[config.mk]
export PLATFORM = sky130hd
export DESIGN_NAME = linear_key_value_table
export DESIGN_NICKNAME = d
export VERILOG_FILES = /design/src/hw/rtl/lkvt_pkg.sv /design/src/hw/rtl/lkvt_store.sv /design/src/hw/rtl/linear_key_value_table.sv
export SDC_FILE = /design/constraint.sdc
export NUM_CORES = 1
export LEC_CHECK = 0
export ABC_AREA = 1
export BUFFER_PORTS_ARGS = -buffer_cell sky130_fd_sc_hd__clkbuf_2
export CORE_MARGIN = 5
export CORE_UTILIZATION = 40
export DETAILED_ROUTE_END_ITERATION = 16
export PLACE_DENSITY = 0.66
export SYNTH_ARGS = -nofsm -noshare
export SYNTH_HDL_FRONTEND = slang
export SYNTH_HIERARCHICAL = 1
export SYNTH_SLANG_ARGS = --single-unit
[constraint.sdc]
create_clock -name i_clk -period 12.95 [get_ports i_clk]
set_input_delay 1.295 -clock i_clk [delete_from_list [all_inputs] [get_ports i_clk]]
set_output_delay 1.295 -clock i_clk [all_outputs]
set_load 0.05 [all_outputs]
[src/hw/rtl/lkvt_pkg.sv]
// Package for the linear key/value table: command and result types,
// status and kind codes, and parameter defaults. Depends on nothing.
`default_nettype none

package lkvt_pkg;

    localparam int ENTRIES_DEF    = 16;
    localparam int KEY_BITS_DEF   = 32;
    localparam int VALUE_BITS_DEF = 32;

    localparam logic KIND_PUT    = 1'b0;
    localparam logic KIND_LOOKUP = 1'b1;

    localparam logic [1:0] ST_FOUND     = 2'd0;
    localparam logic [1:0] ST_INSERTED  = 2'd1;
    localparam logic [1:0] ST_NOT_FOUND = 2'd2;
    localparam logic [1:0] ST_FULL      = 2'd3;

    typedef struct packed {
        logic        kind;
        logic [31:0] key;
        logic [31:0] write_value;
    } t_in;

    typedef struct packed {
        logic [1:0]  status;
        logic [3:0]  slot;
        logic [31:0] read_value;
    } t_out;

    typedef struct packed {
        logic key_we;
        logic val_we;
    } t_mem_we;

endpackage

`default_nettype wire

[src/hw/rtl/lkvt_store.sv]
// Key and value memories of the linear key/value table, one write port and
// one registered read port each. Depends on lkvt_pkg.
`default_nettype none

module lkvt_store #(
    parameter int ENTRIES    = lkvt_pkg::ENTRIES_DEF,
    parameter int KEY_BITS   = lkvt_pkg::KEY_BITS_DEF,
    parameter int VALUE_BITS = lkvt_pkg::VALUE_BITS_DEF,
    parameter int IDX_W      = (ENTRIES > 1) ? $clog2(ENTRIES) : 1
) (
    input  logic                   i_clk,
    input  lkvt_pkg::t_mem_we      i_we,
    input  logic [IDX_W-1:0]       i_waddr,
    input  logic [KEY_BITS-1:0]    i_wkey,
    input  logic [VALUE_BITS-1:0]  i_wval,
    input  logic [IDX_W-1:0]       i_kaddr,
    input  logic [IDX_W-1:0]       i_vaddr,
    output logic [KEY_BITS-1:0]    o_kdata,
    output logic [VALUE_BITS-1:0]  o_vdata
);
    import lkvt_pkg::*;

    logic [KEY_BITS-1:0]   r_key_mem [ENTRIES];
    logic [VALUE_BITS-1:0] r_val_mem [ENTRIES];
    logic [KEY_BITS-1:0]   r_kdata;
    logic [VALUE_BITS-1:0] r_vdata;

    always_ff @(posedge i_clk) begin
        if (i_we.key_we) begin
            r_key_mem[i_waddr] <= i_wkey;
        end
        r_kdata <= r_key_mem[i_kaddr];
    end

    always_ff @(posedge i_clk) begin
        if (i_we.val_we) begin
            r_val_mem[i_waddr] <= i_wval;
        end
        r_vdata <= r_val_mem[i_vaddr];
    end

    assign o_kdata = r_kdata;
    assign o_vdata = r_vdata;

endmodule

`default_nettype wire

[src/hw/rtl/linear_key_value_table.sv]
// Top level of the linear key/value table: command sequencer, fill count
// and result register. Depends on lkvt_pkg and lkvt_store.
//
// A command is taken when start is high and busy is low. One result follows
// for every command, shown for a single cycle with o_valid and not held off
// by the receiver. The keys are compared one per cycle from the key memory's
// single read port. A command that misses compares every filled slot before
// its result, and compares none on an empty table. A command that hits in
// slot k ends the scan there, and a lookup then reads that slot's value from
// the value memory. A new command may be given in the cycle the result is
// shown.
`default_nettype none

module linear_key_value_table #(
    parameter int ENTRIES    = lkvt_pkg::ENTRIES_DEF,
    parameter int KEY_BITS   = lkvt_pkg::KEY_BITS_DEF,
    parameter int VALUE_BITS = lkvt_pkg::VALUE_BITS_DEF
) (
    input  logic           i_clk,
    input  logic           i_rst_n,
    input  logic           start,
    input  lkvt_pkg::t_in  i_cmd,
    output logic           busy,
    output logic           o_valid,
    output lkvt_pkg::t_out o_result
);
    import lkvt_pkg::*;

    localparam int IDX_W = (ENTRIES > 1) ? $clog2(ENTRIES) : 1;
    localparam int CNT_W = $clog2(ENTRIES + 1);

    localparam logic [1:0] S_IDLE = 2'd0;
    localparam logic [1:0] S_SCAN = 2'd1;
    localparam logic [1:0] S_VAL  = 2'd2;

    logic [1:0]            r_state;
    logic [CNT_W-1:0]      r_fill;
    logic                  r_issue;
    logic                  r_kvld;
    logic                  r_valid;
    logic                  r_kind;
    logic [KEY_BITS-1:0]   r_key;
    logic [VALUE_BITS-1:0] r_wval;
    logic [IDX_W-1:0]      r_addr;
    logic [IDX_W-1:0]      r_kidx;
    t_out                  r_result;

    logic [KEY_BITS-1:0]   w_kdata;
    logic [VALUE_BITS-1:0] w_vdata;
    logic [CNT_W-1:0]      w_last;
    logic                  w_at_last;
    logic                  w_hit;
    logic                  w_miss;
    logic                  w_room;
    logic                  w_put;
    t_mem_we               w_we;
    logic [IDX_W-1:0]      w_waddr;

    assign w_last    = r_fill - CNT_W'(1);
    assign w_at_last = (CNT_W'(r_addr) == w_last);
    assign w_hit     = (r_state == S_SCAN) && r_kvld && (w_kdata == r_key);
    assign w_miss    = (r_state == S_SCAN) && !w_hit && !r_issue && !r_kvld;
    assign w_room    = (r_fill < CNT_W'(ENTRIES));
    assign w_put     = (r_kind == KIND_PUT);

    assign w_we.key_we = w_miss && w_put && w_room;
    assign w_we.val_we = w_put && (w_hit || (w_miss && w_room));
    assign w_waddr     = w_hit ? r_kidx : IDX_W'(r_fill);

    lkvt_store #(
        .ENTRIES    (ENTRIES),
        .KEY_BITS   (KEY_BITS),
        .VALUE_BITS (VALUE_BITS),
        .IDX_W      (IDX_W)
    ) u_store (
        .i_clk   (i_clk),
        .i_we    (w_we),
        .i_waddr (w_waddr),
        .i_wkey  (r_key),
        .i_wval  (r_wval),
        .i_kaddr (r_addr),
        .i_vaddr (r_kidx),
        .o_kdata (w_kdata),
        .o_vdata (w_vdata)
    );

    always_ff @(posedge i_clk) begin
        if (!i_rst_n) begin
            r_state <= S_IDLE;
            r_fill  <= '0;
            r_issue <= 1'b0;
            r_kvld  <= 1'b0;
            r_valid <= 1'b0;
        end else begin
            r_valid <= 1'b0;
            unique case (r_state)
                S_IDLE: begin
                    r_kvld <= 1'b0;
                    if (start) begin
                        r_state <= S_SCAN;
                        r_issue <= (r_fill != '0);
                    end
                end
                S_SCAN: begin
                    r_kvld <= r_issue && !w_hit;
                    if (r_issue && w_at_last) begin
                        r_issue <= 1'b0;
                    end
                    if (w_hit) begin
                        r_issue <= 1'b0;
                        if (r_kind == KIND_LOOKUP) begin
                            r_state <= S_VAL;
                        end else begin
                            r_state <= S_IDLE;
                            r_valid <= 1'b1;
                        end
                    end else if (w_miss) begin
                        r_state <= S_IDLE;
                        r_valid <= 1'b1;
                        if (w_put && w_room) begin
                            r_fill <= r_fill + CNT_W'(1);
                        end
                    end
                end
                S_VAL: begin
                    r_state <= S_IDLE;
                    r_valid <= 1'b1;
                end
                default: begin
                    r_state <= S_IDLE;
                end
            endcase
        end
    end

    always_ff @(posedge i_clk) begin
        if (r_state == S_IDLE && start) begin
            r_kind <= i_cmd.kind;
            r_key  <= KEY_BITS'(i_cmd.key);
            r_wval <= VALUE_BITS'(i_cmd.write_value);
            r_addr <= '0;
        end else if (r_state == S_SCAN && r_issue && !w_at_last) begin
            r_addr <= r_addr + IDX_W'(1);
        end
        if (r_state == S_SCAN && !w_hit) begin
            r_kidx <= r_addr;
        end
        if (w_hit && w_put) begin
            r_result <= '{status: ST_FOUND, slot: 4'(r_kidx), read_value: '0};
        end else if (w_miss) begin
            if (!w_put) begin
                r_result <= '{status: ST_NOT_FOUND, slot: '0, read_value: '0};
            end else if (w_room) begin
                r_result <= '{status: ST_INSERTED, slot: 4'(r_fill), read_value: '0};
            end else begin
                r_result <= '{status: ST_FULL, slot: '0, read_value: '0};
            end
        end else if (r_state == S_VAL) begin
            r_result <= '{status: ST_FOUND, slot: 4'(r_kidx), read_value: 32'(w_vdata)};
        end
    end

    assign busy     = (r_state != S_IDLE);
    assign o_valid  = r_valid;
    assign o_result = r_result;

    a_one_cycle_strobe: assert property (@(posedge i_clk) disable iff (!i_rst_n)
        o_valid |=> !o_valid)
        else $error("result strobe held for more than one cycle");

    a_take_sets_busy: assert property (@(posedge i_clk) disable iff (!i_rst_n)
        (start && !busy) |=> busy)
        else $error("accepted command did not raise busy");

    a_fill_bounded: assert property (@(posedge i_clk) disable iff (!i_rst_n)
        r_fill <= CNT_W'(ENTRIES))
        else $error("fill count beyond capacity");

    a_insert_counts: assert property (@(posedge i_clk) disable iff (!i_rst_n)
        (o_valid && o_result.status == ST_INSERTED) |-> (r_fill == $past(r_fill) + CNT_W'(1)))
        else $error("insertion reported without fill count advance");

endmodule

`default_nettype wire

==> results.sh, run 1 <==
export IMPL_status="finished, final reports clean"
export IMPL_min_period_ns=5.34
export IMPL_clock_power_share=0.420
export IMPL_dpl_hpwl_microns=62000
export IMPL_arrival_ns=5.72
export IMPL_rsz0062_at_grt="false"
export IMPL_yosysTopAreaCell="edfxtp_1"
export IMPL_fmax_ghz=0.187
export IMPL_p_per_area_nw_per_um2=145
export IMPL_coreArea_sq_um=126000
export IMPL_regArea_sq_um=35200
export IMPL_p_switching_uw=1790
export IMPL_cp_required_ns=13.32
export IMPL_routabilityCongestion=0.778
export IMPL_drtIter0Drc=3142
export IMPL_antenna_found_initial=7
export IMPL_multi_input_comb_area_sq_um=10900
export IMPL_final_nets=4957
export IMPL_ant_nets=0
export IMPL_finalCritPeriodShare=0.413
export IMPL_leakagePower_uw=0.0240
export IMPL_timing_final_ws_setup_ns=7.61
export IMPL_clockBufferDepth=3
export IMPL_hold_viol_final=0
export IMPL_grt_max_degree=132
export IMPL_worstSkewPairLatency_ns=0.75
export IMPL_via_count=32478
export IMPL_peakVddDrop_v=0.000140
export IMPL_port_buffers=107
export IMPL_cts_setup_buffers=0
export IMPL_place_ws_ns=7.54
export IMPL_cp_start_kind="register"
export IMPL_final_cell_count_no_fill=6640
export IMPL_endpoint_kind="register"
export IMPL_maxCapViolCount=0
export IMPL_cts_reportedPaths_clkPinSlew_ns=0.06
export IMPL_fin_util=0.449
export IMPL_clock_sinks=1209
export IMPL_h_tree_depth=3
export IMPL_synthTopCellsByArea="edfxtp_1 65%, nand2_1 12%, nand3_1 8.0%"
export IMPL_switching_share=0.219
export IMPL_grt_pass1_vias=31302
export IMPL_syn_to_final_growth_pct=11.6
export IMPL_ys_seq_area_frac=0.695
export IMPL_combPwrFrac=0.044
export IMPL_worstPathMaxFanout=39
export IMPL_n_fill_cell=11290
export IMPL_hold_path_class="register to register"
export IMPL_slew_violations=0
export IMPL_die_x_microns=366
export IMPL_setup_violations=0
export IMPL_slew_headroom=0.116
export IMPL_cts_hold_buf=0
export IMPL_power_internal_uw=6410
export IMPL_cts_buffers=119
export IMPL_grt_usage=0.174
export IMPL_place_area_sq_um=52500
export IMPL_yosysTopAreaCellShare=0.651
export IMPL_syn_area_per_cell_sq_um=10.5
export IMPL_syn_area_sq_um=50600
export IMPL_core_rowCount=130
export IMPL_ys_ff_latch=1209
export IMPL_vias_per_cell=4.89
export IMPL_start_util=0.403
export IMPL_pwr_share_seq=0.536
export IMPL_synth_cell_type_count=29
export IMPL_crit_type="register to register"
export IMPL_cts_root_buffer_cell="clkbuf_16"
export IMPL_layout_drive_gt1_share=0.0854
export IMPL_setup_tns_final_ns=0
export IMPL_io_pins=108
export IMPL_synth_cells=4825
export IMPL_dp_cells=6411
export IMPL_synth_nets=4900
export IMPL_die_area_sq_um=134000
export IMPL_dr_pass1_iters=6
export IMPL_tightest_slew_ns=1.32
export IMPL_die_y_microns=366
export IMPL_wirelength_microns=119000
export IMPL_cts_tree="built"
export IMPL_yosys_warnings=6
export IMPL_fin_area_sq_um=56500
export IMPL_grt_pass1_wl_microns=182000
export IMPL_drc=0
export IMPL_overflow=0
export IMPL_finalClockSkew_ns=0.0657
export IMPL_wire_per_inst_microns=18.0
export IMPL_post_cts_resized=0
cells in the final DEF (no fill, tap or decap), types with 10 or more instances in the layout:
| cell | instances |
|---|---|
| inv_2 | 15 |
| nor3_2 | 10 |
| edfxtp_1 | 1097 |
| nand3_1 | 810 |
| clkbuf_8 | 27 |
| dfxtp_1 | 108 |
| clkinv_2 | 22 |
| nor2_4 | 22 |
| nor2_1 | 31 |
| xnor2_1 | 12 |
| clkbuf_16 | 120 |
| clkbuf_1 | 27 |
| nand3_2 | 11 |
| a21oi_1 | 18 |
| clkbuf_2 | 107 |
| nand2_1 | 1554 |
| buf_4 | 56 |
| clkinv_1 | 14 |
| inv_1 | 866 |
cell families after synthesis:
group	after synthesis	synth area share
AND/OR/NAND/NOR	2452	0.204
flip-flops	1209	0.695
buffers and inverters	1115	0.0940
AO/OA/AOI/OAI	27	0.00272
XOR/XNOR	15	0.00259
adder cells (fa/ha/maj)	7	0.00173
power by group through the flow:
stage / registers (uW) / clock network (uW) / logic [uW]
3_3_place_gp: 4480 / 0 / 357
6_report: 4400 / 3440 / 361
4_1_cts: 4400 / 3510 / 363
5_1_grt: 4410 / 3690 / 404
3_5_place_dp: 4480 / 0 / 361
2_1_floorplan: 4450 / 0 / 268
final cells by class:
cell class	count	area share
Clock buffer	174	0.0615
Clock inverter	53	0.00917
Inverter	887	0.0592
Sequential cell	1209	0.623
Antenna cell	2	0.0000886
Timing Repair Buffer	164	0.0173
Tap cell	1650	0.0365
Multi-Input combinational cell	2501	0.193
synth_stat cells:
library cell  instances
buf_8                 2
nand3_1             810
nand3b_1              1
buf_6                42
xnor2_1              12
buf_4                36
dfxtp_1             112
clkbuf_1             40
o21ai_0               8
nor3_1               12
ha_1                  7
buf_1                32
or2_2                 4
or2_1                 1
nor2_2                1
nand4_1               4
inv_1               872
inv_2                12
xor2_1                3
inv_4                 2
a21oi_1              18
nor2_1               53
a21boi_1              1
nand2_2               1
nand2_1            1554
edfxtp_1           1097
clkinv_1              1
nand3_2              11
buf_2                76
final timing paths:
check | start | to | slack (ns) | cells after the start
worst max-delay path | r_key[19] | u_store/r_val_mem[13][5] | 7.61 | 14
worst min register to register | r_state[0] | r_state[0] | 0.49 | 2
worst max register to register | r_key[19] | u_store/r_val_mem[13][5] | 7.61 | 14
worst min-delay path | r_state[0] | r_state[0] | 0.49 | 2
worst max-delay path, cell delays in order (launching register included):
cell	delay, ns
edfxtp_1	0.67
inv_1	0.09
nand2_1	0.08
nand2_1	0.06
inv_1	0.05
nand2_1	0.06
nor2_1	0.18
nand2_1	0.07
nor2_1	0.27
nand3_2	0.33
or2_2	0.79
nand2_1	0.17
inv_1	0.46
nor3_2	1.10
buf_4	0.54
stage by stage:
step                total power [uW]  hold WS, ns
floorplan                       4720        0.456
global placement                4830        0.468
detailed placement              4840        0.481
CTS                             8270        0.490
global route                    8500        0.520
finish                          8200        0.493
flip-flops by register name, indices dropped and copies added, names as in the netlist:
register	flops
r_kind	1
o_valid	1
o_result	38
r_issue	1
u_store/o_kdata	32
u_store/r_key_mem	512
u_store/o_vdata	32
r_fill	5
r_kvld	1
r_key	32
r_kidx	4
u_store/r_val_mem	512
r_state	2
r_addr	4
r_wval	32
metal layers:
layer	global-route usage	wire (microns)
met4	0.0500	2880
met3	0.0312	8540
met5	0	34
met1	0.236	51600
met2	0.288	56400
Note: power is estimated with default switching activity, not from simulation.
==> inputs of run 2 (changes only) <==
- PLACE_DENSITY: 0.66 -> 0.68
- clock period: 12.95 -> 4.5 ns (I/O delays scaled with it)
==> run 2 against run 1 <==
Net effect:
- clock skew is 0.012 ns lower
- combinational power grew to 3.2 times the previous value
- clock power grew to 2.9 times the previous value
- global-route usage is 0.17 points higher
- sequential power grew to 2.9 times the previous value
- sequential cell count stayed put
- register-to-register slack worse by 6.9 ns
- cell area is 2.0% higher
- via count is 1.7% higher
- die area stayed put
==> results.sh, run 2 (synthesized netlist as in run 1, its figures left out) <==
export IMPL_status="finished, final reports clean"
export IMPL_cts_tree="built"
export IMPL_highest_layer="met5"
export IMPL_r2r_start="r_key[5]"
export IMPL_layout_drive_gt1_share=0.0876
export IMPL_wl_met3_microns=9680
export IMPL_start_util=0.403
export IMPL_met1Wirelength_microns=50400
export IMPL_io_pins=108
export IMPL_grt_pass1_wl_microns=184000
export IMPL_worstSkewPairLatency_ns=0.73
export IMPL_ant_nets=0
export IMPL_endpoint_kind="register"
export IMPL_h_tree_depth=3
export IMPL_port_buffers=107
export IMPL_ff2ff_path_depth=13
export IMPL_final_cell_mix="1554 x nand2_1, 1097 x edfxtp_1, 866 x inv_1"
export IMPL_drtIter0Drc=3215
export IMPL_fmax_ghz=0.266
export IMPL_timing_final_ws_setup_ns=0.746
export IMPL_cts_setup_buffers=0
export IMPL_regArea_sq_um=35200
export IMPL_hold_viol_final=0
export IMPL_final_nets=5039
export IMPL_multi_input_comb_area_sq_um=10900
export IMPL_n_fill_cell=11191
export IMPL_r2r_slack_ns=0.75
export IMPL_peakVddDrop_v=0.000339
export IMPL_fin_util=0.458
export IMPL_maxCapViolCount=0
export IMPL_overflow=0
export IMPL_min_from="i_cmd[53]"
export IMPL_place_ws_ns=0.782
export IMPL_setup_violations=0
export IMPL_rsz0062_at_grt="false"
export IMPL_vias_per_cell=4.91
export IMPL_cts_reportedPaths_clkPinSlew_ns=0.06
export IMPL_syn_to_final_growth_pct=13.8
export IMPL_grt_pass1_vias=32050
export IMPL_grt_usage=0.176
export IMPL_cp_start_kind="register"
export IMPL_slew_violations=0
export IMPL_wirelength_microns=121000
export IMPL_hold_path_class="input port to register"
export IMPL_power_uw=23900
export IMPL_clock_sinks=1209
export IMPL_via_count=33031
export IMPL_hold_path_depth=1
export IMPL_finalCritPeriodShare=0.834
export IMPL_post_cts_resized=0
export IMPL_cts_buffers=120
export IMPL_dpl_hpwl_microns=63100
export IMPL_dr_pass1_iters=6
export IMPL_fin_area_sq_um=57600
export IMPL_crit_type="register to register"
export IMPL_place_area_sq_um=53000
export IMPL_core_rowCount=130
export IMPL_die_area_sq_um=134000
export IMPL_wl_met2_microns=58000
export IMPL_antenna_found_initial=7
export IMPL_wire_per_inst_microns=18.1
export IMPL_slew_headroom=0.224
export IMPL_arrival_ns=4.13
export IMPL_min_period_ns=3.75
export IMPL_min_to="r_key[21]"
export IMPL_coreArea_sq_um=126000
export IMPL_worst_r2r_endpoint="u_store/r_val_mem[6][24]"
export IMPL_worstPathMaxFanout=20
export IMPL_tightest_slew_ns=1.16
export IMPL_grt_max_degree=173
export IMPL_clockBufferDepth=3
export IMPL_cp_required_ns=4.88
export IMPL_die_x_microns=366
export IMPL_die_y_microns=366
export IMPL_final_common_cell="nand2_1"
export IMPL_routabilityCongestion=0.807
export IMPL_finalClockSkew_ns=0.0542
export IMPL_p_per_area_nw_per_um2=414
export IMPL_cts_root_buffer_cell="clkbuf_16"
export IMPL_setup_tns_final_ns=0
export IMPL_leakagePower_uw=0.0245
export IMPL_drc=0
run 2: changes by cell type in the layout (fill, tap and decap cells not counted), moves of 4 or more:
cell / previous run / this run
dlygate4sd3_1: 0 / 56
buf_12: 1 / 22
clkbuf_8: 27 / 18
clkinv_1: 14 / 22
buf_4: 56 / 60
clkbuf_16: 120 / 124
inv_6: 6 / 2
nor3_2: 10 / 6
nor3_4: 0 / 4
run 2: critical path: stages, from the launching register on:
cell,delay (ns)
edfxtp_1,0.62
nand2_1,0.20
nand2_1,0.07
nor2_1,0.10
nand4_1,0.11
nor2_1,0.26
nand3_2,0.21
buf_4,0.23
a21oi_1,0.36
nand2_1,0.23
inv_1,0.14
nand2_1,0.15
nor2_4,0.47
buf_12,0.25
run 2: metal layers:
layer | track usage | up-vias
met2 | 0.292 | 1261
met4 | 0.0574 | 2
li1 | - | 15794
met3 | 0.0343 | 216
met5 | 0 | -
met1 | 0.233 | 15758
run 2: what timing repair did:
item                                    in CTS  in global routing
hold buffers                                56                  0
endpoints found under the setup margin       0                  0
endpoints found under the hold margin       57                  0
run 2: layout make-up:
| cell class | count | share of cell area |
|---|---|---|
| multi-input combinational | 2501 | 0.190 |
| tap | 1650 | 0.0358 |
| clock inverter | 59 | 0.0106 |
| inverter | 887 | 0.0581 |
| timing repair buffer | 245 | 0.0345 |
| antenna | 3 | 0.000130 |
| sequential | 1209 | 0.611 |
| clock buffer | 170 | 0.0600 |
run 2: how the worst max path moves through the flow:
stage | from | end | slack (ns) | cells after the start
floorplan | r_key[25] | u_store/r_key_mem[14][0] | -0.07 | 14
global placement | r_key[5] | u_store/r_val_mem[14][17] | 0.88 | 12
detailed placement | r_key[13] | u_store/r_val_mem[14][17] | 0.78 | 15
CTS | r_key[13] | u_store/r_val_mem[14][0] | 0.72 | 15
global route | r_key[13] | u_store/r_val_mem[6][22] | 0.45 | 16
finish | r_key[5] | u_store/r_val_mem[6][24] | 0.75 | 13
run 2: through the flow:
stage | hold slack, ns | instances
final | 0.0286 | 6724
after global routing | 0.00978 | 6721
after CTS | 0.00899 | 6721
after detailed placement | 0.480 | 6436
after global placement | 0.468 | 6436
after floorplan | 0.456 | 4825
run 2: power breakdown:
| group | switching, uW | internal (uW) | leakage, uW |
|---|---|---|---|
| clock network | 4210 | 5870 | 0.00200 |
| logic | 805 | 350 | 0.0116 |
| registers | 204 | 12400 | 0.0108 |
| total | 5220 | 18600 | 0.0245 |
